**src/design/kt_pkg.sv**
```systemverilog
`default_nettype none
package kt_pkg;

  localparam int OP_W       = 2;
  localparam int KEY_W      = 31;
  localparam int VAL_W      = 32;
  localparam int ST_W       = 3;
  localparam int SLOT_W     = 6;
  localparam int IN_DATA_W  = 64;
  localparam int OUT_DATA_W = 40;

  typedef logic [OP_W-1:0]  opcode_t;
  typedef logic [KEY_W-1:0] key_t;
  typedef logic [VAL_W-1:0] value_t;
  typedef logic [ST_W-1:0]  status_t;

  localparam opcode_t OP_INSERT = 2'd0;
  localparam opcode_t OP_REMOVE = 2'd1;
  localparam opcode_t OP_LOOKUP = 2'd2;

  localparam status_t ST_DONE  = 3'd0;
  localparam status_t ST_DUP   = 3'd1;
  localparam status_t ST_FULL  = 3'd2;
  localparam status_t ST_MISS  = 3'd3;
  localparam status_t ST_EMPTY = 3'd4;

endpackage
`default_nettype wire

```
**src/design/keyed_table_insert_remove_lookup.sv**
```systemverilog
// Channel  Direction  tuser            tdata
// in_      slave      opcode[1:0]      key[30:0], value_in[62:31], zero[63]
// out_     master     status[2:0]      value_out[31:0], slot[37:32], zero[39:38]
//
// One item at a time: an accepted item is scanned against the key/value memories at
// one read per cycle over the slots below the fill count; the finish state then
// loads the result and does any write-back. Full, empty and unused opcodes do not
// wait for the scan. Synchronous active-low reset clears the fill count and control;
// no clearing pass, since only slots below the fill count are read.
// A stalled result holds in the output register; the next item is accepted meanwhile.
`default_nettype none
module keyed_table_insert_remove_lookup #(
  parameter int CAPACITY = 64
) (
  input  wire logic                         clk,
  input  wire logic                         rst_n,
  input  wire logic                         in_tvalid,
  output      logic                         in_tready,
  input  wire logic [kt_pkg::IN_DATA_W-1:0] in_tdata,  // key, value_in, zero pad
  input  wire logic [kt_pkg::OP_W-1:0]      in_tuser,  // opcode
  output      logic                         out_tvalid,
  input  wire logic                         out_tready,
  output      logic [kt_pkg::OUT_DATA_W-1:0] out_tdata, // value_out, slot, zero pad
  output      logic [kt_pkg::ST_W-1:0]      out_tuser  // status
);

  localparam int ADDR_W = (CAPACITY > 1) ? $clog2(CAPACITY) : 1;
  localparam int CNT_W  = $clog2(CAPACITY + 1);
  localparam int KW     = kt_pkg::KEY_W;
  localparam int VW     = kt_pkg::VAL_W;
  localparam int SW     = kt_pkg::SLOT_W;

  localparam logic [1:0] S_IDLE = 2'd0;
  localparam logic [1:0] S_SCAN = 2'd1;
  localparam logic [1:0] S_FIN  = 2'd2;

  logic [1:0]              state_r, state_nxt;
  logic [CNT_W-1:0]        fill_count_r;
  logic [CNT_W-1:0]        scan_cnt_r;
  kt_pkg::opcode_t         op_r;
  kt_pkg::key_t            key_r;
  kt_pkg::value_t          val_r;
  logic                    early_r;
  kt_pkg::status_t         early_st_r;

  logic                    rd_vld_r;
  logic [ADDR_W-1:0]       rd_idx_r;
  logic [KW:0]             kmem_rd_r;
  kt_pkg::value_t          vmem_rd_r;

  logic                    vhit_r, dhit_r;
  logic [ADDR_W-1:0]       vidx_r, didx_r;
  kt_pkg::value_t          vval_r;

  logic                    out_valid_r;
  kt_pkg::status_t         out_status_r;
  kt_pkg::value_t          out_value_r;
  logic [SW-1:0]           out_slot_r;

  logic [KW:0]             key_mem [CAPACITY];
  kt_pkg::value_t          val_mem [CAPACITY];

  logic                    accept;
  logic                    rd_en;
  logic [ADDR_W-1:0]       rd_addr;
  logic                    fin_go;
  logic                    wr_en;
  logic [ADDR_W-1:0]       wr_addr;
  logic [KW:0]             wr_kdata;
  logic                    wr_val;
  logic                    fill_inc;
  kt_pkg::status_t         res_status;
  kt_pkg::value_t          res_value;
  logic [ADDR_W-1:0]       res_idx;
  logic [ADDR_W+SW-1:0]    res_idx_ext;
  logic                    key_eq;
  logic                    is_full, is_empty;

  assign accept    = in_tvalid && in_tready;
  assign in_tready = (state_r == S_IDLE);
  assign is_full   = (fill_count_r >= CNT_W'(CAPACITY));
  assign is_empty  = (fill_count_r == '0);

  assign rd_en   = (state_r == S_SCAN) && (scan_cnt_r < fill_count_r);
  assign rd_addr = scan_cnt_r[ADDR_W-1:0];
  assign key_eq  = (kmem_rd_r[KW-1:0] == key_r);
  assign fin_go  = (state_r == S_FIN) && (!out_valid_r || out_tready);

  always_ff @(posedge clk) begin
    if (wr_en) begin
      key_mem[wr_addr] <= wr_kdata;
    end
    if (rd_en) begin
      kmem_rd_r <= key_mem[rd_addr];
    end
  end

  always_ff @(posedge clk) begin
    if (wr_val) begin
      val_mem[wr_addr] <= val_r;
    end
    if (rd_en) begin
      vmem_rd_r <= val_mem[rd_addr];
    end
  end

  always_comb begin
    wr_en      = 1'b0;
    wr_val     = 1'b0;
    wr_addr    = fill_count_r[ADDR_W-1:0];
    wr_kdata   = {1'b1, key_r};
    fill_inc   = 1'b0;
    res_status = kt_pkg::ST_MISS;
    res_value  = '0;
    res_idx    = '0;
    priority if (early_r) begin
      res_status = early_st_r;
    end else if (op_r == kt_pkg::OP_INSERT) begin
      priority if (vhit_r) begin
        res_status = kt_pkg::ST_DUP;
      end else if (dhit_r) begin
        res_status = kt_pkg::ST_DONE;
        res_idx    = didx_r;
        wr_addr    = didx_r;
        wr_en      = fin_go;
        wr_val     = fin_go;
      end else begin
        res_status = kt_pkg::ST_DONE;
        res_idx    = fill_count_r[ADDR_W-1:0];
        wr_en      = fin_go;
        wr_val     = fin_go;
        fill_inc   = fin_go;
      end
    end else if (vhit_r) begin
      res_status = kt_pkg::ST_DONE;
      res_idx    = vidx_r;
      wr_addr    = vidx_r;
      wr_kdata   = {1'b0, key_r};
      if (op_r == kt_pkg::OP_REMOVE) begin
        wr_en = fin_go;
      end else begin
        res_value = vval_r;
      end
    end else begin
      res_status = kt_pkg::ST_MISS;
    end
  end

  assign res_idx_ext = {{SW{1'b0}}, res_idx};

  always_comb begin
    state_nxt = state_r;
    unique case (state_r)
      S_IDLE: begin
        if (accept) begin
          state_nxt = S_SCAN;
        end
      end
      S_SCAN: begin
        if (early_r || (!rd_en && !rd_vld_r)) begin
          state_nxt = S_FIN;
        end
      end
      S_FIN: begin
        if (fin_go) begin
          state_nxt = S_IDLE;
        end
      end
      default: state_nxt = S_IDLE;
    endcase
  end

  always_ff @(posedge clk) begin
    if (!rst_n) begin
      state_r      <= S_IDLE;
      fill_count_r <= '0;
      scan_cnt_r   <= '0;
      rd_vld_r     <= 1'b0;
      vhit_r       <= 1'b0;
      dhit_r       <= 1'b0;
      early_r      <= 1'b0;
      out_valid_r  <= 1'b0;
    end else begin
      state_r  <= state_nxt;
      rd_vld_r <= rd_en && !early_r;
      if (fill_inc) begin
        fill_count_r <= fill_count_r + CNT_W'(1);
      end
      if (accept) begin
        scan_cnt_r <= '0;
        vhit_r     <= 1'b0;
        dhit_r     <= 1'b0;
        early_r    <= ((in_tuser == kt_pkg::OP_INSERT) && is_full)
                   || ((in_tuser == kt_pkg::OP_REMOVE || in_tuser == kt_pkg::OP_LOOKUP)
                       && is_empty)
                   || !(in_tuser == kt_pkg::OP_INSERT || in_tuser == kt_pkg::OP_REMOVE
                        || in_tuser == kt_pkg::OP_LOOKUP);
      end else begin
        if (rd_en) begin
          scan_cnt_r <= scan_cnt_r + CNT_W'(1);
        end
        // keep the first match of each kind
        if (rd_vld_r && key_eq) begin
          if (kmem_rd_r[KW] && !vhit_r) begin
            vhit_r <= 1'b1;
          end
          if (!kmem_rd_r[KW] && !dhit_r) begin
            dhit_r <= 1'b1;
          end
        end
      end
      if (fin_go) begin
        out_valid_r <= 1'b1;
      end else if (out_tready) begin
        out_valid_r <= 1'b0;
      end
    end
  end

  always_ff @(posedge clk) begin
    if (accept) begin
      op_r  <= in_tuser;
      key_r <= in_tdata[KW-1:0];
      val_r <= in_tdata[KW+VW-1:KW];
      priority if (in_tuser == kt_pkg::OP_INSERT) begin
        early_st_r <= kt_pkg::ST_FULL;
      end else if ((in_tuser == kt_pkg::OP_REMOVE || in_tuser == kt_pkg::OP_LOOKUP)
                   && is_empty) begin
        early_st_r <= kt_pkg::ST_EMPTY;
      end else begin
        early_st_r <= kt_pkg::ST_MISS;
      end
    end
    if (rd_en) begin
      rd_idx_r <= rd_addr;
    end
    if (rd_vld_r && key_eq && kmem_rd_r[KW] && !vhit_r) begin
      vidx_r <= rd_idx_r;
      vval_r <= vmem_rd_r;
    end
    if (rd_vld_r && key_eq && !kmem_rd_r[KW] && !dhit_r) begin
      didx_r <= rd_idx_r;
    end
    if (fin_go) begin
      out_status_r <= res_status;
      out_value_r  <= res_value;
      out_slot_r   <= res_idx_ext[SW-1:0];
    end
  end

  assign out_tvalid = out_valid_r;
  assign out_tuser  = out_status_r;
  assign out_tdata  = {{(kt_pkg::OUT_DATA_W - VW - SW){1'b0}}, out_slot_r, out_value_r};

  a_fill_bound: assert property (@(posedge clk) disable iff (!rst_n)
    fill_count_r <= CNT_W'(CAPACITY))
    else $error("fill count beyond capacity");

  a_fill_step: assert property (@(posedge clk) disable iff (!rst_n)
    ($past(rst_n) && (fill_count_r != $past(fill_count_r)))
      |-> (fill_count_r == $past(fill_count_r) + CNT_W'(1)))
    else $error("fill count moved by other than one");

  a_append_grows: assert property (@(posedge clk) disable iff (!rst_n)
    (fin_go && !early_r && (op_r == kt_pkg::OP_INSERT) && !vhit_r && !dhit_r)
      |=> (fill_count_r == $past(fill_count_r) + CNT_W'(1)))
    else $error("append did not grow the table");

  a_hit_below_fill: assert property (@(posedge clk) disable iff (!rst_n)
    vhit_r |-> (CNT_W'(vidx_r) < fill_count_r))
    else $error("match index at or above fill count");

  a_scan_bound: assert property (@(posedge clk) disable iff (!rst_n)
    (state_r == S_SCAN) |-> (scan_cnt_r <= fill_count_r))
    else $error("scan counter ran past fill count");

endmodule
`default_nettype wire
```
**config.mk**
```make
export PLATFORM = sky130hd
export DESIGN_NAME = keyed_table_insert_remove_lookup
export DESIGN_NICKNAME = d
export VERILOG_FILES = /design/src/design/kt_pkg.sv /design/src/design/keyed_table_insert_remove_lookup.sv
export SDC_FILE = /design/constraint.sdc
export NUM_CORES = 2
export LEC_CHECK = 0
export BUFFER_PORTS_ARGS = -buffer_cell sky130_fd_sc_hd__clkbuf_2
export CELL_PAD_IN_SITES_DETAIL_PLACEMENT = 0
export CELL_PAD_IN_SITES_GLOBAL_PLACEMENT = 1
export CORE_ASPECT_RATIO = 0.8
export CORE_MARGIN = 5
export CORE_UTILIZATION = 50
export DETAILED_ROUTE_END_ITERATION = 16
export PLACE_DENSITY = 0.76
export SYNTH_ARGS = -nofsm -noshare
export SYNTH_HDL_FRONTEND = slang
export SYNTH_SLANG_ARGS = --single-unit
```
**constraint.sdc**
```tcl
create_clock -name clk -period 9.22 [get_ports clk]
set_input_delay 0.922 -clock clk [delete_from_list [all_inputs] [get_ports clk]]
set_output_delay 0.922 -clock clk [all_outputs]
set_load 0.005 [all_outputs]
```
======== Word-level counts from Yosys, hierarchy flattened ========
Memories as Yosys holds them, arrays and structs flattened. A register that Yosys moved wholly into a read port is not among the register bits.
Index checks and enable logic that the tools add are counted.
word-level totals
  logic and storage cells ................. 112
  output and inout port bits .............. 45
  memory bits (writable) .................. 4096
  flip-flop bits (word level) ............. 180
  memories kept ........................... 2
memory list
  name     depth  bits a word  rd ports  clocked after memory_dff  wr ports  RTL line                                source
  key_mem  64     32           1         1                         1         keyed_table_insert_remove_lookup.sv:60  logic [KW:0] key_mem [CAPACITY];
  val_mem  64     32           1         1                         1         keyed_table_insert_remove_lookup.sv:61  kt_pkg::value_t val_mem [CAPACITY];
cells by class
  $add $sub $neg .......................... 2
  bitwise logic cells ..................... 2
  muxes and demuxes ....................... 37
  reductions and logical operators ........ 39
  order comparisons ....................... 2
  equality and inequality tests ........... 9
operator list
  operator               number
  $mux W32               3
  $mux W6                8
  $eq A31 B31 Y1         1
  $mux W1                18
  $add A7 B1 Y7 const B  2
  $logic_and A1 B1 Y1    14
  $mux W3                3
  $logic_not A1 Y1       8
  $mux W2                4
  $ge A7 B7 Y1 const B   1
  $logic_not A7 Y1       1
  $logic_or A1 B1 Y1     7
  $lt A7 B7 Y1           1
  $eq A2 B1 Y1 const B   3
  $logic_not A2 Y1       3
  $pmux W2 S3            1
  $eq A2 B2 Y1 const B   2
  $ne A2 B1 Y1 const B   2
  $reduce_and A2 Y1      2
  $reduce_or A4 Y1       1
  $reduce_and A3 Y1      1
  $ne A2 B2 Y1 const B   1
  $not A1 Y1             2
  $reduce_bool A2 Y1     1
  $reduce_or A2 Y1       1

======== Depth between registers and ports, before layout ========
  word-level depth ........................ 9
  gate-level depth with buffers ........... 10

======== Least setup slack after synthesis ========
OpenSTA, ideal clock, no wires.
  path type ............................... register -> register
  from .................................... register fill_count_r[4]
  to ...................................... register scan_cnt_r[0]
  stages on the path, launching flop included .. 9
  path slack .............................. 3657 ps
  data arrival time ....................... 5263 ps
  cells stage by stage .................... dfxtp_1 -> clkbuf_1 -> inv_1 -> ha_1 -> a21oi_1 -> nor2b_1 -> nor3b_1 -> a21boi_1 -> mux2i_1
between the ends
  longest elaborated chain between the ends .. 2
RTL lines
  item                    RTL line                                 source
  from (decl)             keyed_table_insert_remove_lookup.sv:38   logic [CNT_W-1:0] fill_count_r;
  from (signal assigned)  keyed_table_insert_remove_lookup.sv:187  fill_count_r <= fill_count_r + CNT_W'(1);
  $lt A7 B7 Y1            keyed_table_insert_remove_lookup.sv:84   assign rd_en = (state_r == S_SCAN) && (scan_cnt_r < fill_count_r);
  $logic_and A1 B1 Y1     keyed_table_insert_remove_lookup.sv:84
  via rd_en               keyed_table_insert_remove_lookup.sv:64   logic rd_en;
  to (signal assigned)    keyed_table_insert_remove_lookup.sv:200  scan_cnt_r <= scan_cnt_r + CNT_W'(1);
  to (decl)               keyed_table_insert_remove_lookup.sv:39   logic [CNT_W-1:0] scan_cnt_r;
The timed path passes the listed nets, and every way through them passes these cells.
A chain may end at the register's enable or synchronous reset.

======== Worst setup path in the final report ========
  from .................................... register op_r[0]
  to ...................................... memory key_mem[28][31] (netlist name), enable pin
between the ends
  longest elaborated chain between the ends .. 7
  elaborated cells on any way between the ends .. 10
  classes of those cells .................. eq/ne: 1; mux: 8; reduce/logical: 1
RTL lines
  item                           RTL line                                 source
  from (decl)                    keyed_table_insert_remove_lookup.sv:40   kt_pkg::opcode_t op_r;
  from (signal assigned)         keyed_table_insert_remove_lookup.sv:222  op_r <= in_tuser;
  $eq A2 B1 Y1                   keyed_table_insert_remove_lookup.sv:139  if (op_r == kt_pkg::OP_REMOVE) begin
  $mux W1                        keyed_table_insert_remove_lookup.sv:139
  $mux W1                        keyed_table_insert_remove_lookup.sv:134  end else if (vhit_r) begin
  $mux W1                        keyed_table_insert_remove_lookup.sv:118  end else if (op_r == kt_pkg::OP_INSERT) begin
  $mux W1                        keyed_table_insert_remove_lookup.sv:116  priority if (early_r) begin
  $mux W1                        keyed_table_insert_remove_lookup.sv:90   if (wr_en) begin
  $mux W1 (implied by the code)  keyed_table_insert_remove_lookup.sv:91   key_mem[wr_addr] <= wr_kdata;
  to (decl)                      keyed_table_insert_remove_lookup.sv:60
Parallel ways exist; a longest one is shown, timed or not.

==> metrics.md <==
| Metric | Value |
|---|---|
| Outcome | `finished, final reports clean` |
| Worst reg2reg path depth | `6` |
| CTS tree | `built` |
| Top_reg_cell synth | `edfxtp_1` |
| Fin crit share | `0.5640` |
| Placed cell area | `172,200 um^2` |
| Seq/Total Area, Yosys | `0.7902` |
| Worst R2R Setup Slack | `4.02 ns` |
| Clock transition at the registers of the reported paths | `0.06 ns` |
| EDFF count, synth | `4,319` |
| Synth Instances | `6,860` |
| CTS max path bufs | `4` |
| 1st-pass router iterations | `6` |
| GRT overflow | `0` |
| Routed WL | `407,700 um` |
| Final hold vios | `0` |
| Crit-path max FO | `22` |
| Power per cell area | `208.8 nW/um^2` |
| Crit end category | `flip-flop` |
| Worst Path Required | `9.79 ns` |
| Share of cells above drive strength 1 | `0.3008` |
| Worst min-delay path category | `in2reg` |
| Avg WL per Cell | `34.00 um` |
| Area of the core | `327,900 um^2` |
| Vias | `76,720` |
| Synthesized flop and latch total | `4,340` |
| Initial Util | `0.5022` |
| Layout Cells excl Fill | `11,990` |
| Max-cap violation count | `0` |
| Actual slew at the worst max-slew pin | `1.312 ns` |
| Arr. time, crit path | `5.77 ns` |
| Met3 GRT Util | `0.06013` |
| DP Cell Count | `11,240` |
| Gp weighted congestion | `0.7841` |
| Crit path time final | `5.200 ns` |
| Worst hold stages | `1` |
| Syn_area_per_cell | `24.00 um^2` |
| Crit path launch | `op_r[0]` |
| Pwr Total | `38.65 mW` |
| Count of cell types in the netlist | `62` |
| Worst VDD drop | `0.0001940 V` |
| Chip Height | `523.3 um` |
| Max Fclk | `0.1923 GHz` |
| Cell Rows | `188` |
| # port buffers | `111` |
| Lkg Pwr | `54.84 nW` |
| Gr usage total | `0.2378` |
| Vias in the first global route | `76,640` |
| Ports | `115` |
| Post-CTS Hold Fix Bufs | `0` |
| Die ar. | `341,000 um^2` |
| Post-CTS sizing | `0` |
| CTS sink count | `4,340` |
| Crit path kind | `reg2reg` |
| Grt met2 use | `0.3549` |
| Unrepaired setup endpoints after global routing | `false` |
| Hold_sp | `in_tdata[31]` |
| Critical path launch point type | `flip-flop` |
| M1 GR Usage | `0.3556` |
| First-pass GRT wire length | `575,300 um` |
| DR vias/cell | `6.399` |
| Clk root buf | `clkbuf_16` |
| Detail Route Antenna Nets | `0` |
| Mapped cell area | `164,700 um^2` |
| Chip Width | `651.6 um` |
| Ys Warns | `0` |
| Initial antenna violation count | `18` |
| Final-report setup violation count | `0` |
| Clock skew | `0.1036 ns` |
| Slew Limit Fails | `0` |
| Worst-Skew Late Latency | `0.98 ns` |
| Cell area after layout | `185,100 um^2` |
| Drt drc | `0` |
| Reg2reg start | `op_r[0]` |
| Area growth syn-to-layout | `12.42%` |
| Grt peak-use layer | `met1` |
| CTS buffer count | `405` |
| HPWL Detailed | `211,600 um` |
| Post-CTS setup buffers | `0` |
| Worst hold margin | `0.1143 ns` |
| Final Net Count | `7,359` |
| Relative slew slack | `0.1238` |
| Largest net degree at the start of global routing | `139` |
| Post-synth ARST share | `0` |
| DRT iter0 DRCs | `11,530` |
| H-tree levels | `5` |
| Sum Neg Setup Slack | `0 ns` |
-- routing by layer --
metal / part of all wire / wire length (um)
met5: 0.000032 / 13
met4: 0.027 / 10900
met3: 0.12 / 49510
met2: 0.46 / 186800
met1: 0.39 / 160500
-- kinds of logic (layout without fill, tap and decap cells) --
group | count (synthesis) | in the layout | synth area share
XOR/XNOR | 38 | 38 | 0.002021
buffers and inverters | 383 | 1138 | 0.01080
other | 1 | 6 | 0.00002277
adder cells (fa/ha/maj) | 13 | 13 | 0.0009879
AO/OA/AOI/OAI | 255 | 255 | 0.01153
AND/OR/NAND/NOR | 481 | 481 | 0.01324
flip-flops | 4340 | 4340 | 0.7902
multiplexers | 1349 | 1349 | 0.1712
-- placed cells by master (no fill, tap or decap), types with 78 or more instances in the layout --
master	instances
buf_4	251
clkbuf_1	78
clkbuf_16	408
clkbuf_2	111
clkinv_1	96
clkinv_2	87
edfxtp_1	4319
mux2i_1	170
mux4_2	1173
nand2_1	110
nor2_4	131
-- flip-flops by register name, indices dropped and copies added (netlist names), 7 cells and up --
signal	flops
scan_cnt_r	7
vval_r	32
val_mem	2048
val_r	32
kmem_rd_r	32
vmem_rd_r	32
key_mem	2048
out_value_r	32
key_r	31
fill_count_r	7
-- path summary, 6_finish.rpt --
kind | to
max reg2reg | key_mem[28][31]
max | key_mem[28][31]
min | val_r[0]
min reg2reg | vval_r[30]
-- through the flow --
| stage | worst slack, ns | utilization |
|---|---|---|
| after floorplan | 3.657 | - |
| after global placement | 3.838 | 0.5252 |
| after detailed placement | 3.776 | 0.5252 |
| after CTS | 4.192 | 0.5645 |
| after global routing | 3.910 | 0.5645 |
| final | 4.020 | 0.5645 |
-- Yosys cell counts, types with 13 or more instances --
cell / count / area (um^2)
nand2b_1: 14 / 87.58
nand3_1: 40 / 200.2
nor2_1: 198 / 743.2
a2111oi_0: 45 / 394.1
a21oi_1: 13 / 65.06
buf_4: 18 / 135.1
buf_1: 39 / 146.4
nand4_1: 13 / 81.33
nor3_1: 27 / 135.1
ha_1: 13 / 162.7
o22ai_1: 51 / 319.1
buf_2: 134 / 670.6
a221o_1: 20 / 200.2
and2_1: 44 / 275.3
edfxtp_1: 4319 / 129700
mux4_2: 1173 / 26420
dfxtp_1: 21 / 420.4
a22oi_1: 48 / 360.4
o21ai_0: 16 / 80.08
nand2_1: 114 / 427.9
xnor2_1: 37 / 324.1
buf_6: 14 / 157.7
clkbuf_1: 163 / 611.8
inv_1: 14 / 52.55
mux2i_1: 170 / 1702
-- report_power, final --
part | switching, mW | total [mW] | internal, mW
logic | 0.456 | 0.529 | 0.0722
registers | 0.0219 | 21.8 | 21.8
clock network | 7.18 | 16.3 | 9.13
total | 7.66 | 38.7 | 31.0
-- final cells by class --
type                            instances  area (um^2)
Inverter                               15        63.81
Timing Repair Buffer                  376         2720
Sequential cell                      4340       130100
Tap cell                             4370         5468
Clock buffer                          487        10520
Clock inverter                        260         2367
Fill cell                           23310       142800
Antenna cell                            4        10.01
Multi-Input combinational cell       2138        33830
-- worst max-delay path, stage by stage, from the launching register on --
cell and delay (ns):
edfxtp_1 0.68, or2_1 0.71, o221ai_1 0.19, a22oi_1 0.88, nand2_2 0.93, nor2_4 0.94
buf_4 0.48
(Power assumes the default switching activity.)
